[src/hdl/afilt_pkg.sv]
// Shared types, constants and the step sequence of the altitude filter.
// No dependencies; every other file of the block imports this package.
package afilt_pkg;

   // Field and datapath widths
   localparam int DATA_W     = 32;
   localparam int DT_W       = 16;
   localparam int STATE_W    = 40;
   localparam int SUM_W      = STATE_W + 9;
   localparam int OPND_W     = 48;
   localparam int ACC_W      = 64;
   localparam int MUL_A_W    = 33;
   localparam int MUL_B_W    = 17;
   localparam int MUL_W      = MUL_A_W + MUL_B_W;
   localparam int ERR_W      = 34;
   localparam int STEP_W     = 5;
   localparam int CSR_ADDR_W = 4;

   localparam logic [STEP_W-1:0] LAST_STEP = 5'd31;

   // One g in Q16.16
   localparam logic signed [ERR_W-1:0] ONE_G_Q16 = 34'sd642689;

   // Register map (word index) and reset values
   localparam logic [1:0] REG_GAIN_POS = 2'd0;
   localparam logic [1:0] REG_GAIN_VEL = 2'd1;
   localparam logic [1:0] REG_GAIN_ACC = 2'd2;
   localparam logic [1:0] REG_REF_ALT  = 2'd3;

   localparam logic [DATA_W-1:0] RST_GAIN_POS = 32'd50331648;
   localparam logic [DATA_W-1:0] RST_GAIN_VEL = 32'd50331648;
   localparam logic [DATA_W-1:0] RST_GAIN_ACC = 32'd16777216;
   localparam logic [DATA_W-1:0] RST_REF_ALT  = 32'd0;

   // Multiplier operand selection
   localparam logic [2:0] MUL_NONE   = 3'd0;
   localparam logic [2:0] MUL_ERR_LO = 3'd1;
   localparam logic [2:0] MUL_ERR_HI = 3'd2;
   localparam logic [2:0] MUL_OP_HI  = 3'd3;
   localparam logic [2:0] MUL_OP_LO  = 3'd4;

   // Gain selection
   localparam logic [1:0] GAIN_K3 = 2'd0;
   localparam logic [1:0] GAIN_K2 = 2'd1;
   localparam logic [1:0] GAIN_K1 = 2'd2;

   // Accumulator operations
   localparam logic [2:0] ACC_NONE  = 3'd0;
   localparam logic [2:0] ACC_LD0   = 3'd1;
   localparam logic [2:0] ACC_ADD16 = 3'd2;
   localparam logic [2:0] ACC_LD24  = 3'd3;
   localparam logic [2:0] ACC_ADD0  = 3'd4;

   // Operand register loads
   localparam logic [1:0] OPND_NONE   = 2'd0;
   localparam logic [1:0] OPND_ACC16  = 2'd1;
   localparam logic [1:0] OPND_ACCSUM = 2'd2;
   localparam logic [1:0] OPND_MID    = 2'd3;

   // State register updates
   localparam logic [2:0] STORE_NONE  = 3'd0;
   localparam logic [2:0] STORE_ACORR = 3'd1;
   localparam logic [2:0] STORE_VEL   = 3'd2;
   localparam logic [2:0] STORE_PCORR = 3'd3;
   localparam logic [2:0] STORE_INC   = 3'd4;
   localparam logic [2:0] STORE_PBASE = 3'd5;
   localparam logic [2:0] STORE_FINAL = 3'd6;

   typedef struct packed {
      logic [2:0] mul_op;
      logic [1:0] gain_sel;
      logic [2:0] acc_op;
      logic [1:0] opnd_op;
      logic [2:0] store_op;
   } uop_type;

   localparam uop_type UOP_IDLE = '{MUL_NONE, GAIN_K3, ACC_NONE, OPND_NONE, STORE_NONE};

   typedef struct packed {
      logic    load;
      uop_type uop;
   } dp_cmd_type;

   typedef struct packed {
      logic [DATA_W-1:0]        gain_position;
      logic [DATA_W-1:0]        gain_velocity;
      logic [DATA_W-1:0]        gain_acceleration;
      logic signed [DATA_W-1:0] reference_altitude;
   } cfg_type;

   // Step sequence: three gain updates, then the two dt integrations.
   // Multiply, accumulate and store of neighboring steps overlap.
   function automatic uop_type step_uop(input logic [STEP_W-1:0] step);
      uop_type u;
      u = UOP_IDLE;
      unique case (step)
         5'd0:  begin u.mul_op = MUL_ERR_LO; u.gain_sel = GAIN_K3; end
         5'd1:  begin
            u.mul_op = MUL_ERR_HI; u.gain_sel = GAIN_K3; u.acc_op = ACC_LD0;
         end
         5'd2:  u.acc_op = ACC_ADD16;
         5'd3:  u.opnd_op = OPND_ACC16;
         5'd4:  u.mul_op = MUL_OP_HI;
         5'd5:  begin u.mul_op = MUL_OP_LO; u.acc_op = ACC_LD24; end
         5'd6:  u.acc_op = ACC_ADD0;
         5'd7:  begin
            u.store_op = STORE_ACORR; u.mul_op = MUL_ERR_LO; u.gain_sel = GAIN_K2;
         end
         5'd8:  begin
            u.mul_op = MUL_ERR_HI; u.gain_sel = GAIN_K2; u.acc_op = ACC_LD0;
         end
         5'd9:  u.acc_op = ACC_ADD16;
         5'd10: u.opnd_op = OPND_ACC16;
         5'd11: u.mul_op = MUL_OP_HI;
         5'd12: begin u.mul_op = MUL_OP_LO; u.acc_op = ACC_LD24; end
         5'd13: u.acc_op = ACC_ADD0;
         5'd14: begin
            u.store_op = STORE_VEL; u.mul_op = MUL_ERR_LO; u.gain_sel = GAIN_K1;
         end
         5'd15: begin
            u.mul_op = MUL_ERR_HI; u.gain_sel = GAIN_K1; u.acc_op = ACC_LD0;
         end
         5'd16: u.acc_op = ACC_ADD16;
         5'd17: u.opnd_op = OPND_ACC16;
         5'd18: u.mul_op = MUL_OP_HI;
         5'd19: begin u.mul_op = MUL_OP_LO; u.acc_op = ACC_LD24; end
         5'd20: u.acc_op = ACC_ADD0;
         5'd21: begin u.store_op = STORE_PCORR; u.opnd_op = OPND_ACCSUM; end
         5'd22: u.mul_op = MUL_OP_HI;
         5'd23: begin u.mul_op = MUL_OP_LO; u.acc_op = ACC_LD24; end
         5'd24: u.acc_op = ACC_ADD0;
         5'd25: u.store_op = STORE_INC;
         5'd26: u.opnd_op = OPND_MID;
         5'd27: u.mul_op = MUL_OP_HI;
         5'd28: begin u.mul_op = MUL_OP_LO; u.acc_op = ACC_LD24; end
         5'd29: u.acc_op = ACC_ADD0;
         5'd30: u.store_op = STORE_PBASE;
         5'd31: u.store_op = STORE_FINAL;
         default: u = UOP_IDLE;
      endcase
      return u;
   endfunction

endpackage

[src/hdl/afilt_if.sv]
// Request and response channel interfaces of the altitude filter.
// Depends on afilt_pkg for field widths.
interface afilt_req_if;
   import afilt_pkg::*;
   logic                     valid;
   logic                     ready;
   logic signed [DATA_W-1:0] baro_altitude;
   logic signed [DATA_W-1:0] accel_down;
   logic [DT_W-1:0]          time_step;

   modport source(output valid, output baro_altitude, output accel_down,
                  output time_step, input ready);
   modport sink(input valid, input baro_altitude, input accel_down,
                input time_step, output ready);
endinterface

interface afilt_rsp_if;
   import afilt_pkg::*;
   logic                     valid;
   logic                     ready;
   logic signed [DATA_W-1:0] altitude_out;
   logic signed [DATA_W-1:0] velocity_out;
   logic signed [DATA_W-1:0] accel_up_out;
   logic signed [DATA_W-1:0] altitude_error_out;

   modport source(output valid, output altitude_out, output velocity_out,
                  output accel_up_out, output altitude_error_out, input ready);
   modport sink(input valid, input altitude_out, input velocity_out,
                input accel_up_out, input altitude_error_out, output ready);
endinterface

[src/hdl/afilt_csr.sv]
// APB-style configuration registers: gains and reference altitude.
// Depends on afilt_pkg.
module afilt_csr (
   input  logic                            clock,
   input  logic                            reset,
   input  logic                            csr_psel,
   input  logic                            csr_penable,
   input  logic                            csr_pwrite,
   input  logic [afilt_pkg::CSR_ADDR_W-1:0] csr_paddr,
   input  logic [afilt_pkg::DATA_W-1:0]     csr_pwdata,
   output logic [afilt_pkg::DATA_W-1:0]     csr_prdata,
   output logic                            csr_pready,
   output afilt_pkg::cfg_type              cfg
);
   import afilt_pkg::*;

   cfg_type    cfg_ff;
   cfg_type    cfg_in;
   logic       wr_en;
   logic [1:0] reg_idx;

   assign csr_pready = 1'b1;
   assign wr_en      = csr_psel & csr_penable & csr_pwrite;
   assign reg_idx    = csr_paddr[3:2];
   assign cfg        = cfg_ff;

   // Register write decode
   always_comb begin
      cfg_in = cfg_ff;
      if (wr_en) begin
         unique case (reg_idx)
            REG_GAIN_POS: cfg_in.gain_position      = csr_pwdata;
            REG_GAIN_VEL: cfg_in.gain_velocity      = csr_pwdata;
            REG_GAIN_ACC: cfg_in.gain_acceleration  = csr_pwdata;
            REG_REF_ALT:  cfg_in.reference_altitude = $signed(csr_pwdata);
            default:      cfg_in = cfg_ff;
         endcase
      end
   end

   always_ff @(posedge clock) begin
      if (reset) begin
         cfg_ff.gain_position      <= RST_GAIN_POS;
         cfg_ff.gain_velocity      <= RST_GAIN_VEL;
         cfg_ff.gain_acceleration  <= RST_GAIN_ACC;
         cfg_ff.reference_altitude <= $signed(RST_REF_ALT);
      end else begin
         cfg_ff <= cfg_in;
      end
   end

   // Read mux
   always_comb begin
      unique case (reg_idx)
         REG_GAIN_POS: csr_prdata = cfg_ff.gain_position;
         REG_GAIN_VEL: csr_prdata = cfg_ff.gain_velocity;
         REG_GAIN_ACC: csr_prdata = cfg_ff.gain_acceleration;
         REG_REF_ALT:  csr_prdata = cfg_ff.reference_altitude;
         default:      csr_prdata = '0;
      endcase
   end

endmodule

[src/hdl/afilt_ctrl.sv]
// Controller: accepts a request, walks the 32-step sequence, owns rsp valid.
// Depends on afilt_pkg (step sequence and command struct).
module afilt_ctrl (
   input  logic                  clock,
   input  logic                  reset,
   input  logic                  req_valid,
   output logic                  req_ready,
   output logic                  rsp_valid,
   input  logic                  rsp_ready,
   output afilt_pkg::dp_cmd_type cmd
);
   import afilt_pkg::*;

   localparam logic [0:0] ST_IDLE = 1'b0;
   localparam logic [0:0] ST_RUN  = 1'b1;

   logic [0:0]        state_ff, state_in;
   logic [STEP_W-1:0] step_ff, step_in;
   logic              rsp_valid_ff, rsp_valid_in;
   logic              last;
   logic              stall;
   logic              exec;

   // Final step waits until the output register is free
   assign last      = (step_ff == LAST_STEP);
   assign stall     = last & rsp_valid_ff & ~rsp_ready;
   assign exec      = (state_ff == ST_RUN) & ~stall;
   assign req_ready = (state_ff == ST_IDLE);
   assign rsp_valid = rsp_valid_ff;

   assign cmd.load = req_valid & req_ready;
   assign cmd.uop  = exec ? step_uop(step_ff) : UOP_IDLE;

   // Sequencer
   always_comb begin
      state_in = state_ff;
      step_in  = step_ff;
      unique case (state_ff)
         ST_IDLE: begin
            step_in = '0;
            if (req_valid) begin
               state_in = ST_RUN;
            end
         end
         ST_RUN: begin
            if (exec) begin
               if (last) begin
                  state_in = ST_IDLE;
                  step_in  = '0;
               end else begin
                  step_in = step_ff + 1'b1;
               end
            end
         end
         default: begin
            state_in = ST_IDLE;
            step_in  = '0;
         end
      endcase
   end

   // Output valid: set by the final step, cleared when taken
   always_comb begin
      rsp_valid_in = rsp_valid_ff;
      if (exec & last) begin
         rsp_valid_in = 1'b1;
      end else if (rsp_ready) begin
         rsp_valid_in = 1'b0;
      end
   end

   always_ff @(posedge clock) begin
      if (reset) begin
         state_ff     <= ST_IDLE;
         step_ff      <= '0;
         rsp_valid_ff <= 1'b0;
      end else begin
         state_ff     <= state_in;
         step_ff      <= step_in;
         rsp_valid_ff <= rsp_valid_in;
      end
   end

endmodule

[src/hdl/afilt_dp.sv]
// Datapath: filter state, shared 33x17 multiplier, 64-bit accumulator,
// saturating state adders and the output register. Depends on afilt_pkg.
module afilt_dp (
   input  logic                            clock,
   input  logic                            reset,
   input  afilt_pkg::cfg_type              cfg,
   input  afilt_pkg::dp_cmd_type           cmd,
   input  logic signed [afilt_pkg::DATA_W-1:0] baro_altitude,
   input  logic signed [afilt_pkg::DATA_W-1:0] accel_down,
   input  logic [afilt_pkg::DT_W-1:0]          time_step,
   output logic signed [afilt_pkg::DATA_W-1:0] altitude_out,
   output logic signed [afilt_pkg::DATA_W-1:0] velocity_out,
   output logic signed [afilt_pkg::DATA_W-1:0] accel_up_out,
   output logic signed [afilt_pkg::DATA_W-1:0] altitude_error_out
);
   import afilt_pkg::*;

   // Clamp a 49-bit sum to the 40-bit state range
   function automatic logic signed [STATE_W-1:0] sat40(input logic signed [SUM_W-1:0] v);
      logic signed [STATE_W-1:0] r;
      if (v[SUM_W-1:STATE_W-1] == {(SUM_W-STATE_W+1){v[SUM_W-1]}}) begin
         r = v[STATE_W-1:0];
      end else begin
         r = v[SUM_W-1] ? {1'b1, {(STATE_W-1){1'b0}}} : {1'b0, {(STATE_W-1){1'b1}}};
      end
      return r;
   endfunction

   // Clamp a 34-bit value to 32 bits
   function automatic logic signed [DATA_W-1:0] sat32(input logic signed [ERR_W-1:0] v);
      logic signed [DATA_W-1:0] r;
      if (v[ERR_W-1:DATA_W-1] == {(ERR_W-DATA_W+1){v[ERR_W-1]}}) begin
         r = v[DATA_W-1:0];
      end else begin
         r = v[ERR_W-1] ? {1'b1, {(DATA_W-1){1'b0}}} : {1'b0, {(DATA_W-1){1'b1}}};
      end
      return r;
   endfunction

   // Per-request registers
   logic signed [DATA_W-1:0]  err_ff, err_in;
   logic signed [DATA_W-1:0]  accel_up_ff, accel_up_in;
   logic [DT_W-1:0]           dt_ff;

   // Filter state, Q16.24
   logic signed [STATE_W-1:0] acorr_ff, acorr_in;
   logic signed [STATE_W-1:0] vel_ff, vel_in;
   logic signed [STATE_W-1:0] pcorr_ff, pcorr_in;
   logic signed [STATE_W-1:0] pbase_ff, pbase_in;
   logic signed [STATE_W-1:0] alt_ff, alt_in;

   // Working registers
   logic signed [STATE_W-1:0] inc_ff, inc_in;
   logic signed [OPND_W-1:0]  opnd_ff, opnd_in;
   logic signed [MUL_W-1:0]   mul_ff, mul_in;
   logic signed [ACC_W-1:0]   acc_ff, acc_in;

   // Output register
   logic signed [DATA_W-1:0]  out_alt_ff, out_vel_ff, out_acc_ff, out_err_ff;

   logic [DATA_W-1:0]          gain;
   logic signed [MUL_A_W-1:0]  mul_a;
   logic signed [MUL_B_W-1:0]  mul_b;
   logic signed [ACC_W-1:0]    mul_ext;
   logic signed [OPND_W-1:0]   acc16;
   logic signed [STATE_W-1:0]  store_base;
   logic signed [STATE_W-1:0]  store_sum;
   logic signed [STATE_W-1:0]  alt_sum;
   logic signed [STATE_W-1:0]  vel_sum;
   logic signed [STATE_W-1:0]  acc_sum;
   logic signed [STATE_W-1:0]  mid;

   // Error and gravity removal at request accept
   assign err_in = sat32(ERR_W'(baro_altitude) -
                         (ERR_W'($signed(alt_ff[STATE_W-1:8])) +
                          ERR_W'(cfg.reference_altitude)));
   assign accel_up_in = sat32(-(ERR_W'(accel_down) + ONE_G_Q16));

   // Gain select
   always_comb begin
      case (cmd.uop.gain_sel)
         GAIN_K3: gain = cfg.gain_acceleration;
         GAIN_K2: gain = cfg.gain_velocity;
         GAIN_K1: gain = cfg.gain_position;
         default: gain = cfg.gain_acceleration;
      endcase
   end

   // Multiplier operands: err by gain halves, operand halves by dt
   always_comb begin
      case (cmd.uop.mul_op)
         MUL_ERR_LO: begin
            mul_a = MUL_A_W'(err_ff);
            mul_b = $signed({1'b0, gain[15:0]});
         end
         MUL_ERR_HI: begin
            mul_a = MUL_A_W'(err_ff);
            mul_b = $signed({1'b0, gain[31:16]});
         end
         MUL_OP_HI: begin
            mul_a = MUL_A_W'($signed(opnd_ff[OPND_W-1:24]));
            mul_b = $signed({1'b0, dt_ff});
         end
         MUL_OP_LO: begin
            mul_a = $signed({{(MUL_A_W-24){1'b0}}, opnd_ff[23:0]});
            mul_b = $signed({1'b0, dt_ff});
         end
         default: begin
            mul_a = '0;
            mul_b = '0;
         end
      endcase
   end

   assign mul_in = MUL_W'(mul_a) * MUL_W'(mul_b);

   // Accumulator
   assign mul_ext = ACC_W'(mul_ff);
   always_comb begin
      case (cmd.uop.acc_op)
         ACC_LD0:   acc_in = mul_ext;
         ACC_ADD16: acc_in = acc_ff + (mul_ext <<< 16);
         ACC_LD24:  acc_in = mul_ext <<< 24;
         ACC_ADD0:  acc_in = acc_ff + mul_ext;
         default:   acc_in = acc_ff;
      endcase
   end

   assign acc16 = $signed(acc_ff[ACC_W-1:16]);

   // Operand register: scaled product, acceleration sum or midpoint velocity
   assign acc_sum = sat40(SUM_W'($signed({accel_up_ff, 8'h00})) + SUM_W'(acorr_ff));
   assign mid     = sat40(SUM_W'(vel_ff) + SUM_W'(inc_ff >>> 1));
   always_comb begin
      case (cmd.uop.opnd_op)
         OPND_ACC16:  opnd_in = acc16;
         OPND_ACCSUM: opnd_in = OPND_W'(acc_sum);
         OPND_MID:    opnd_in = OPND_W'(mid);
         default:     opnd_in = opnd_ff;
      endcase
   end

   // Shared saturating state adder
   always_comb begin
      case (cmd.uop.store_op)
         STORE_ACORR: store_base = acorr_ff;
         STORE_VEL:   store_base = vel_ff;
         STORE_PCORR: store_base = pcorr_ff;
         STORE_PBASE: store_base = pbase_ff;
         default:     store_base = acorr_ff;
      endcase
   end
   assign store_sum = sat40(SUM_W'(store_base) + SUM_W'(acc16));
   assign alt_sum   = sat40(SUM_W'(pbase_ff) + SUM_W'(pcorr_ff));
   assign vel_sum   = sat40(SUM_W'(vel_ff) + SUM_W'(inc_ff));

   // State updates
   always_comb begin
      acorr_in = acorr_ff;
      vel_in   = vel_ff;
      pcorr_in = pcorr_ff;
      pbase_in = pbase_ff;
      alt_in   = alt_ff;
      inc_in   = inc_ff;
      case (cmd.uop.store_op)
         STORE_ACORR: acorr_in = store_sum;
         STORE_VEL:   vel_in   = store_sum;
         STORE_PCORR: pcorr_in = store_sum;
         STORE_INC:   inc_in   = $signed(acc_ff[STATE_W+15:16]);
         STORE_PBASE: pbase_in = store_sum;
         STORE_FINAL: begin
            alt_in = alt_sum;
            vel_in = vel_sum;
         end
         default: ;
      endcase
   end

   always_ff @(posedge clock) begin
      if (reset) begin
         acorr_ff <= '0;
         vel_ff   <= '0;
         pcorr_ff <= '0;
         pbase_ff <= '0;
         alt_ff   <= '0;
      end else begin
         acorr_ff <= acorr_in;
         vel_ff   <= vel_in;
         pcorr_ff <= pcorr_in;
         pbase_ff <= pbase_in;
         alt_ff   <= alt_in;
      end
   end

   // Working and payload registers
   always_ff @(posedge clock) begin
      if (cmd.load) begin
         err_ff      <= err_in;
         accel_up_ff <= accel_up_in;
         dt_ff       <= time_step;
      end
      if (cmd.uop.mul_op != MUL_NONE) begin
         mul_ff <= mul_in;
      end
      acc_ff  <= acc_in;
      opnd_ff <= opnd_in;
      inc_ff  <= inc_in;
      if (cmd.uop.store_op == STORE_FINAL) begin
         out_alt_ff <= $signed(alt_sum[STATE_W-1:8]);
         out_vel_ff <= $signed(vel_sum[STATE_W-1:8]);
         out_acc_ff <= accel_up_ff;
         out_err_ff <= err_ff;
      end
   end

   assign altitude_out       = out_alt_ff;
   assign velocity_out       = out_vel_ff;
   assign accel_up_out       = out_acc_ff;
   assign altitude_error_out = out_err_ff;

endmodule

[src/hdl/third_order_altitude_filter.sv]
// Third-order complementary altitude filter. Each request (baro altitude,
// down acceleration, time step) yields one response: altitude, vertical
// velocity, upward acceleration and altitude error, all Q16.16. A request
// is accepted and then walks the 32 steps of a sequencer that shares
// one 33x17 multiplier and a 64-bit accumulator across the three gain
// updates and the two time-step integrations. The next request is taken the
// cycle after a response is written to the output register; a response
// still waiting there holds the last step until it is taken.
// Depends on afilt_pkg, afilt_if, afilt_csr, afilt_ctrl and afilt_dp.
module third_order_altitude_filter (
   input  logic                             clock,
   input  logic                             reset,
   afilt_req_if.sink                        req_bus,
   afilt_rsp_if.source                      rsp_bus,
   input  logic                             csr_psel,
   input  logic                             csr_penable,
   input  logic                             csr_pwrite,
   input  logic [afilt_pkg::CSR_ADDR_W-1:0] csr_paddr,
   input  logic [afilt_pkg::DATA_W-1:0]     csr_pwdata,
   output logic [afilt_pkg::DATA_W-1:0]     csr_prdata,
   output logic                             csr_pready
);
   import afilt_pkg::*;

   cfg_type    cfg;
   dp_cmd_type cmd;

   // Configuration registers
   afilt_csr u_csr (
      .clock       (clock),
      .reset       (reset),
      .csr_psel    (csr_psel),
      .csr_penable (csr_penable),
      .csr_pwrite  (csr_pwrite),
      .csr_paddr   (csr_paddr),
      .csr_pwdata  (csr_pwdata),
      .csr_prdata  (csr_prdata),
      .csr_pready  (csr_pready),
      .cfg         (cfg)
   );

   // Sequencer
   afilt_ctrl u_ctrl (
      .clock     (clock),
      .reset     (reset),
      .req_valid (req_bus.valid),
      .req_ready (req_bus.ready),
      .rsp_valid (rsp_bus.valid),
      .rsp_ready (rsp_bus.ready),
      .cmd       (cmd)
   );

   // Arithmetic and state
   afilt_dp u_dp (
      .clock              (clock),
      .reset              (reset),
      .cfg                (cfg),
      .cmd                (cmd),
      .baro_altitude      (req_bus.baro_altitude),
      .accel_down         (req_bus.accel_down),
      .time_step          (req_bus.time_step),
      .altitude_out       (rsp_bus.altitude_out),
      .velocity_out       (rsp_bus.velocity_out),
      .accel_up_out       (rsp_bus.accel_up_out),
      .altitude_error_out (rsp_bus.altitude_error_out)
   );

endmodule

[src/flat_wrapper.sv]
// flat-port wrapper written by rule: the top's interface ports become plain ports
module third_order_altitude_filter_flat import afilt_pkg::*;
  (clock, reset, csr_psel, csr_penable, csr_pwrite, csr_paddr, csr_pwdata, csr_prdata, csr_pready, req_bus_valid, req_bus_baro_altitude, req_bus_accel_down, req_bus_time_step, req_bus_ready, rsp_bus_valid, rsp_bus_altitude_out, rsp_bus_velocity_out, rsp_bus_accel_up_out, rsp_bus_altitude_error_out, rsp_bus_ready);
  afilt_req_if req_bus_i ();
  afilt_rsp_if rsp_bus_i ();
  input  logic clock;
  input  logic reset;
  input  logic csr_psel;
  input  logic csr_penable;
  input  logic csr_pwrite;
  input  logic [afilt_pkg::CSR_ADDR_W-1:0] csr_paddr;
  input  logic [afilt_pkg::DATA_W-1:0] csr_pwdata;
  output logic [afilt_pkg::DATA_W-1:0] csr_prdata;
  output logic csr_pready;
  input wire logic [$bits(req_bus_i.valid)-1:0] req_bus_valid;
  input wire logic [$bits(req_bus_i.baro_altitude)-1:0] req_bus_baro_altitude;
  input wire logic [$bits(req_bus_i.accel_down)-1:0] req_bus_accel_down;
  input wire logic [$bits(req_bus_i.time_step)-1:0] req_bus_time_step;
  output wire logic [$bits(req_bus_i.ready)-1:0] req_bus_ready;
  output wire logic [$bits(rsp_bus_i.valid)-1:0] rsp_bus_valid;
  output wire logic [$bits(rsp_bus_i.altitude_out)-1:0] rsp_bus_altitude_out;
  output wire logic [$bits(rsp_bus_i.velocity_out)-1:0] rsp_bus_velocity_out;
  output wire logic [$bits(rsp_bus_i.accel_up_out)-1:0] rsp_bus_accel_up_out;
  output wire logic [$bits(rsp_bus_i.altitude_error_out)-1:0] rsp_bus_altitude_error_out;
  input wire logic [$bits(rsp_bus_i.ready)-1:0] rsp_bus_ready;
  assign req_bus_i.valid = req_bus_valid;
  assign req_bus_i.baro_altitude = req_bus_baro_altitude;
  assign req_bus_i.accel_down = req_bus_accel_down;
  assign req_bus_i.time_step = req_bus_time_step;
  assign req_bus_ready = req_bus_i.ready;
  assign rsp_bus_valid = rsp_bus_i.valid;
  assign rsp_bus_altitude_out = rsp_bus_i.altitude_out;
  assign rsp_bus_velocity_out = rsp_bus_i.velocity_out;
  assign rsp_bus_accel_up_out = rsp_bus_i.accel_up_out;
  assign rsp_bus_altitude_error_out = rsp_bus_i.altitude_error_out;
  assign rsp_bus_i.ready = rsp_bus_ready;
  third_order_altitude_filter u_core (.clock(clock), .reset(reset), .req_bus(req_bus_i), .rsp_bus(rsp_bus_i), .csr_psel(csr_psel), .csr_penable(csr_penable), .csr_pwrite(csr_pwrite), .csr_paddr(csr_paddr), .csr_pwdata(csr_pwdata), .csr_prdata(csr_prdata), .csr_pready(csr_pready));
endmodule
[config.mk]
export PLATFORM = sky130hd
export DESIGN_NAME = third_order_altitude_filter_flat
export DESIGN_NICKNAME = d
export VERILOG_FILES = /design/src/hdl/afilt_pkg.sv /design/src/hdl/afilt_if.sv /design/src/hdl/afilt_csr.sv /design/src/hdl/afilt_ctrl.sv /design/src/hdl/afilt_dp.sv /design/src/hdl/third_order_altitude_filter.sv /design/src/flat_wrapper.sv
export SDC_FILE = /design/constraint.sdc
export NUM_CORES = 2
export LEC_CHECK = 0
export ABC_AREA = 1
export BUFFER_PORTS_ARGS = -buffer_cell sky130_fd_sc_hd__buf_2
export CORE_MARGIN = 5
export CORE_UTILIZATION = 45
export CTS_CLUSTER_SIZE = 14
export DETAILED_ROUTE_END_ITERATION = 8
export PLACE_DENSITY = 0.57
export SKIP_LAST_GASP = 1
export SYNTH_ARGS = -nofsm -noshare
export SYNTH_HDL_FRONTEND = slang
export SYNTH_HIERARCHICAL = 1
export SYNTH_SLANG_ARGS = --single-unit
[constraint.sdc]
create_clock -name clock -period 9.9 [get_ports clock]
set_input_delay 0.99 -clock clock [delete_from_list [all_inputs] [get_ports clock]]
set_output_delay 0.99 -clock clock [all_outputs]
set_load 0.01 [all_outputs]
# After elaboration in Yosys (flattened, before gate mapping)
# Index checks and enable logic that the tools add are counted.
# W data, S select, Z words.
[word_totals]
register_bits = 745
in_bits = 123
out_inout_bits = 163
wordCells = 166
[classes]
add_sub_neg = 12
multipliers = 1
n_eq_ne = 61
muxes = 37
bitwise_logic = 10
n_reduce_logical = 22
[ops]
columns = ["cell", "count"]
rows = [
  ["$mux W40", 10],
  ["$pmux W64 S4", 1],
  ["$pmux W48 S3", 1],
  ["$mux W32", 4],
  ["$pmux W32 S4", 1],
  ["$add A40 B40 Y41", 3],
  ["$pmux W40 S3", 1],
  ["$pmux W33 S3", 1],
  ["$eq A5 B5 Y1 const B", 16],
  ["$pmux W40 S2", 1],
  ["$add A64 B50 Y64", 1],
  ["$add A64 B64 Y64", 1],
  ["$pmux W32 S2", 1],
  ["$mul A33 B17 Y50", 1],
  ["$add A40 B48 Y49", 1],
  ["$pmux W16 S3", 1],
  ["$eq A9 B9 Y1", 5],
  ["$add A40 B39 Y41", 1],
  ["$eq A5 B4 Y1 const B", 8],
  ["$neg A33 Y34", 1],
  ["$sub A32 B33 Y34", 1],
  ["$add A32 B21 Y33 const B", 1],
  ["$add A32 B32 Y33", 1],
  ["$pmux W3 S4", 2],
  ["other kinds (30)", 78],
]

# Longest topological paths before layout
[logic_depth]
depth_word = 12
mapped_depth = 47

# Modules after synthesis
# The synthesis kept the hierarchy.
[modules_own_cells]
columns = ["mod", "instances", "cells_per_inst", "area_per_inst_um2", "seq_area_each_um2"]
rows = [
  ["afilt_dp", 1, 9081, 66910.4, 16155.5],
  ["afilt_csr", 1, 913, 5994.5, 2562.5],
  ["afilt_ctrl", 1, 131, 785.8, 140.1],
]

# Worst setup path before layout
# No wires, ideal clock.
[synth_timing]
path_type = "register to register"
start = "reg u_core.u_ctrl.step_ff[0]"
end = "reg u_core.u_dp.mul_ff[49], data pin"
arrival_ps = 7996
path_slack_ps = 1641
path_stages_with_launch = 41
n_path_buf = 3
period_less_slack_ps = 8259
cell_sequence = "dfxtp_1 -> ha_1 -> inv_1 -> nor2_1 -> ha_1 -> nand3_2 -> nand2_1 -> inv_1 -> nand2_1 -> inv_1 -> clkbuf_1 -> nor3_1 -> inv_1 -> nand2_1 -> clkbuf_1 -> nand2_1 -> o221ai_1 -> clkbuf_1 -> [... 5 more ...] -> fa_1 -> fa_1 -> inv_1 -> fa_1 -> inv_1 -> ha_1 -> a21oi_1 -> inv_1 -> a21oi_1 -> inv_1 -> a21oi_1 -> o21ai_0 -> a21oi_1 -> o21ai_0 -> nand2_1 -> nand2_1 -> a21oi_1 -> xor2_1"
[synth_lines]
columns = ["element", "line", "text"]
rows = [
  ["from (decl)", "afilt_ctrl.sv:18", "logic [STEP_W-1:0] step_ff, step_in;"],
  ["from (signal assigned)", "afilt_ctrl.sv:79", "step_ff <= step_in;"],
  ["to (signal assigned)", "afilt_dp.sv:203", "mul_ff <= mul_in;"],
  ["to (decl)", "afilt_dp.sv:55", "logic signed [MUL_W-1:0] mul_ff, mul_in;"],
]

==> flow_metrics.py <==
metrics = {
    "floorplanning": {
        "dieHeight_um": 415,
        "die-area_um2": 172000,
        "ios": 286,
        "start_util": 0.453,
        "die_w_um": 415,
        "placementRows": 148,
        "core_area_um2": 163000,
    },
    "setup_path": {
        "end_kind": "register",
        "crit_arrival_ps": 9890,
        "critPathKind": "reg -> reg",
        "timing.rr.start": "u_core/u_ctrl/step_ff[0]$_SDFFE_PP0P_",
        "path_buf_inv": 10,
        "r2r_end": "u_core/u_dp/mul_ff[48]$_DFFE_PP_",
        "slowest_stage": "fa_2",
        "slowest_delay_ps": 730,
        "critPathMaxFanout": 25,
        "r2r_slack_ps": 490,
        "cp_top_family": "adder cells",
        "path_common_cell": "inv_1",
        "required_ps": 10380,
        "rr_worst_depth": 34,
        "cp-start-kind": "register",
    },
    "timing": {
        "rsz0062_at_grt": "false",
        "drv_slew": 0,
        "period_needed_ps": 9410,
        "setup_viol": 0,
        "slew_headroom": 0.139,
        "fin_worst_skew_ps": 71.8,
        "hold_viol": 0,
        "holdWs_ps": 423,
        "fin_crit_sh": 0.950,
        "tightest_slew_ps": 1290,
        "fin_ws_ps": 495,
        "finalSetupTns_ps": 0,
        "fmax_mhz": 106,
    },
    "route": {
        "drc": 0,
        "detail_route.vias_per_cell": 5.57,
        "vias": 69900,
        "firstDrtPassIters": 6,
        "wl_per_cell_um": 23.8,
        "drtIter0Drc": 7583,
        "ant_nets": 0,
        "drt_wl_total_um": 299000,
    },
    "min_path": {
        "min-delay-path-class": "in -> reg",
        "hold_depth": 1,
        "min_to": "u_core/u_dp/dt_ff[12]$_DFFE_PP_",
        "min-delay-start": "req_bus_time_step[12]",
    },
    "synthesis": {
        "synth-simple-area-share": 0.224,
        "synth_nets": 11300,
        "synth.most_common_cell": "nand2_1",
        "synth_top_family_by_area": "adder cells",
        "ys_seq_area_frac": 0.256,
        "syn_inst": 10100,
        "synth-seq-cells": 737,
        "netlist_area_um2": 73700,
        "synthTopCellsByCount": "nand2_1, inv_1, nor2_1",
        "synth_compound_area_frac": 0.146,
        "yosys.area_share.adder": 0.225,
        "synthMuxAreaShare": 0.00109,
        "ys_types": 65,
        "yosys_warnings": 6,
        "synth.top_cell.area_share": 0.167,
        "synth_edf_count": 410,
        "yosys-top-cells-area": "edfxtp_1, fa_1, nand2_1",
        "synth.largest_area_cell": "edfxtp_1",
        "synth_ff_type": "edfxtp_1",
        "async_flop_share": 0,
        "synth_xor_area_frac": 0.0293,
        "syn_avg_cell_area_um2": 7.28,
    },
    "pwr": {
        "combPwrFrac": 0.170,
        "leakagePower_nw": 39.7,
        "total_power_mw": 8.22,
        "power.density_nw_per_um2": 102,
        "peakVddDrop_mv": 0.123,
        "p_seq_frac": 0.421,
        "intPower_mw": 5.64,
        "clock_power_share": 0.408,
        "p_switching_mw": 2.58,
        "p_sw_frac": 0.314,
    },
    "global_routing": {
        "grt_max_degree": 124,
        "grt_pass1_vias": 66900,
        "antenna_found_initial": 14,
        "grt.total_usage": 0.337,
        "grt-ovfl-total": 0,
        "grt_pass1_wl_um": 437000,
    },
    "clocking": {
        "insertion_delay_ps": 740,
        "cts_made_buffers": 88,
        "htreeDepth": 3,
        "cts_hold_buf": 0,
        "cts_tree": "built",
        "cts.clk_slew.worst_paths_ps": 60,
        "clockBufferDepth": 3,
        "cts_root_buf": "clkbuf_16",
        "clock_sinks": 737,
    },
    "final_layout": {
        "area_growth_pct": 9.35,
        "design_area_um2": 80600,
        "drive_gt1_frac": 0.0722,
        "final_nets": 11400,
    },
    "placed_design": {
        "hpwl_um": 244000,
        "pre_cts_ws_ps": 382,
        "placed_cell_area_um2": 77600,
        "io_buffer_count": 282,
        "routabilityCongestion": 1.06,
    },
    "job": {
        "maxCapViolCount": 0,
    },
    "status": {
        "status": "finished, final reports clean",
    },
}
## power by group through the flow
stage / Combinational, mW / Clock, mW / Sequential (mW)
6_report: 1.40 / 3.35 / 3.46
5_1_grt: 1.53 / 3.53 / 3.46
4_1_cts: 1.38 / 3.41 / 3.46
3_5_place_dp: 1.37 / 0 / 3.52
3_3_place_gp: 1.37 / 0 / 3.52
2_1_floorplan: 0.894 / 0 / 3.42
## cells by family after synthesis
logic type | count (synthesis)
buf+inv | 2249
simple gates | 4006
mux | 8
other cells | 1
xor+xnor | 246
fa+ha+maj | 1005
compound gates | 1873
flops | 737
## per-layer routing
metal	share of wire	GRT usage
met5	0	0
met4	0.060	0.169
met3	0.082	0.0610
met2	0.44	0.534
met1	0.41	0.444
## sequential cells by signal (all words and copies together) (netlist names)
register                        cells
u_core/u_csr/cfg                  128
u_core/u_dp/acc_ff                 64
u_core/u_dp/mul_ff                 50
u_core/u_dp/opnd_ff                48
u_core/u_dp/acorr_ff               40
u_core/u_dp/inc_ff                 40
u_core/u_dp/pbase_ff               40
u_core/u_dp/pcorr_ff               40
u_core/u_dp/vel_ff                 40
u_core/u_dp/accel_up_ff            32
u_core/u_dp/accel_up_out           32
u_core/u_dp/alt_ff                 32
u_core/u_dp/altitude_error_out     32
u_core/u_dp/altitude_out           32
u_core/u_dp/err_ff                 32
u_core/u_dp/velocity_out           32
u_core/u_dp/dt_ff                  16
u_core/u_ctrl/step_ff               5
u_core/u_ctrl/rsp_valid             1
u_core/u_ctrl/state_ff              1
## worst max-delay path by stage
stage                                                from                               end  depth (start not counted)  slack, ps
global route        u_core/u_ctrl/step_ff[1]$_SDFFE_PP0P_  u_core/u_dp/mul_ff[47]$_DFFE_PP_                         40         60
CTS                 u_core/u_ctrl/step_ff[0]$_SDFFE_PP0P_  u_core/u_dp/mul_ff[48]$_DFFE_PP_                         33        340
floorplan           u_core/u_ctrl/step_ff[0]$_SDFFE_PP0P_  u_core/u_dp/mul_ff[49]$_DFFE_PP_                         40       1640
finish              u_core/u_ctrl/step_ff[0]$_SDFFE_PP0P_  u_core/u_dp/mul_ff[48]$_DFFE_PP_                         34        490
global placement                            rsp_bus_ready  u_core/u_dp/mul_ff[48]$_DFFE_PP_                         30        440
detailed placement                          rsp_bus_ready  u_core/u_dp/mul_ff[48]$_DFFE_PP_                         31        380
## timing repair
action	CTS	global route
endpoints found under the setup margin	0	6
gates resized for setup	0	3
buffers inserted	0	2
## cell usage in the layout (no fill, tap or decap), types with 34 or more instances in the layout
master	Yosys	final
nor3_1	71	66
buf_2	38	281
edfxtp_1	410	410
o21ai_0	507	507
buf_4	14	123
a21oi_1	792	791
ha_1	474	472
inv_1	1873	1871
fa_1	531	530
o21bai_1	48	48
dfxtp_1	327	327
nand2_1	2374	2372
nand3_1	465	464
xnor2_1	99	98
inv_2	31	34
clkbuf_16	0	89
a31oi_1	111	111
nor2_1	837	829
nand4_1	121	121
or2_2	53	53
o211ai_1	77	77
a21o_1	44	44
xor2_1	146	146
## worst register-to-register path, delay by kind of cell, from the launching register on
family,cells,cell delay [ps]
fa+ha+maj,10,4600
buf+inv,10,1880
compound gates,5,1130
simple gates,8,940
flops,1,350
xor+xnor,1,260
## final cells by class
type / count / area, um^2
Sequential cell: 737 / 18900
Tap cell: 2175 / 2720
Inverter: 1910 / 7180
Timing Repair Buffer: 417 / 2590
Clock buffer: 121 / 2400
Fill cell: 16500 / 82200
Clock inverter: 44 / 566
Antenna cell: 6 / 15.0
Multi-Input combinational cell: 7139 / 46300
## per-stage QoR
| stage | util | instances |
|---|---|---|
| global placement | 0.477 | 12400 |
| floorplan | - | 10100 |
| finish | 0.495 | 12500 |
| detailed placement | 0.477 | 12400 |
| global route | 0.495 | 12500 |
| CTS | 0.495 | 12500 |
No activity file was read; power rests on OpenSTA's default activity.
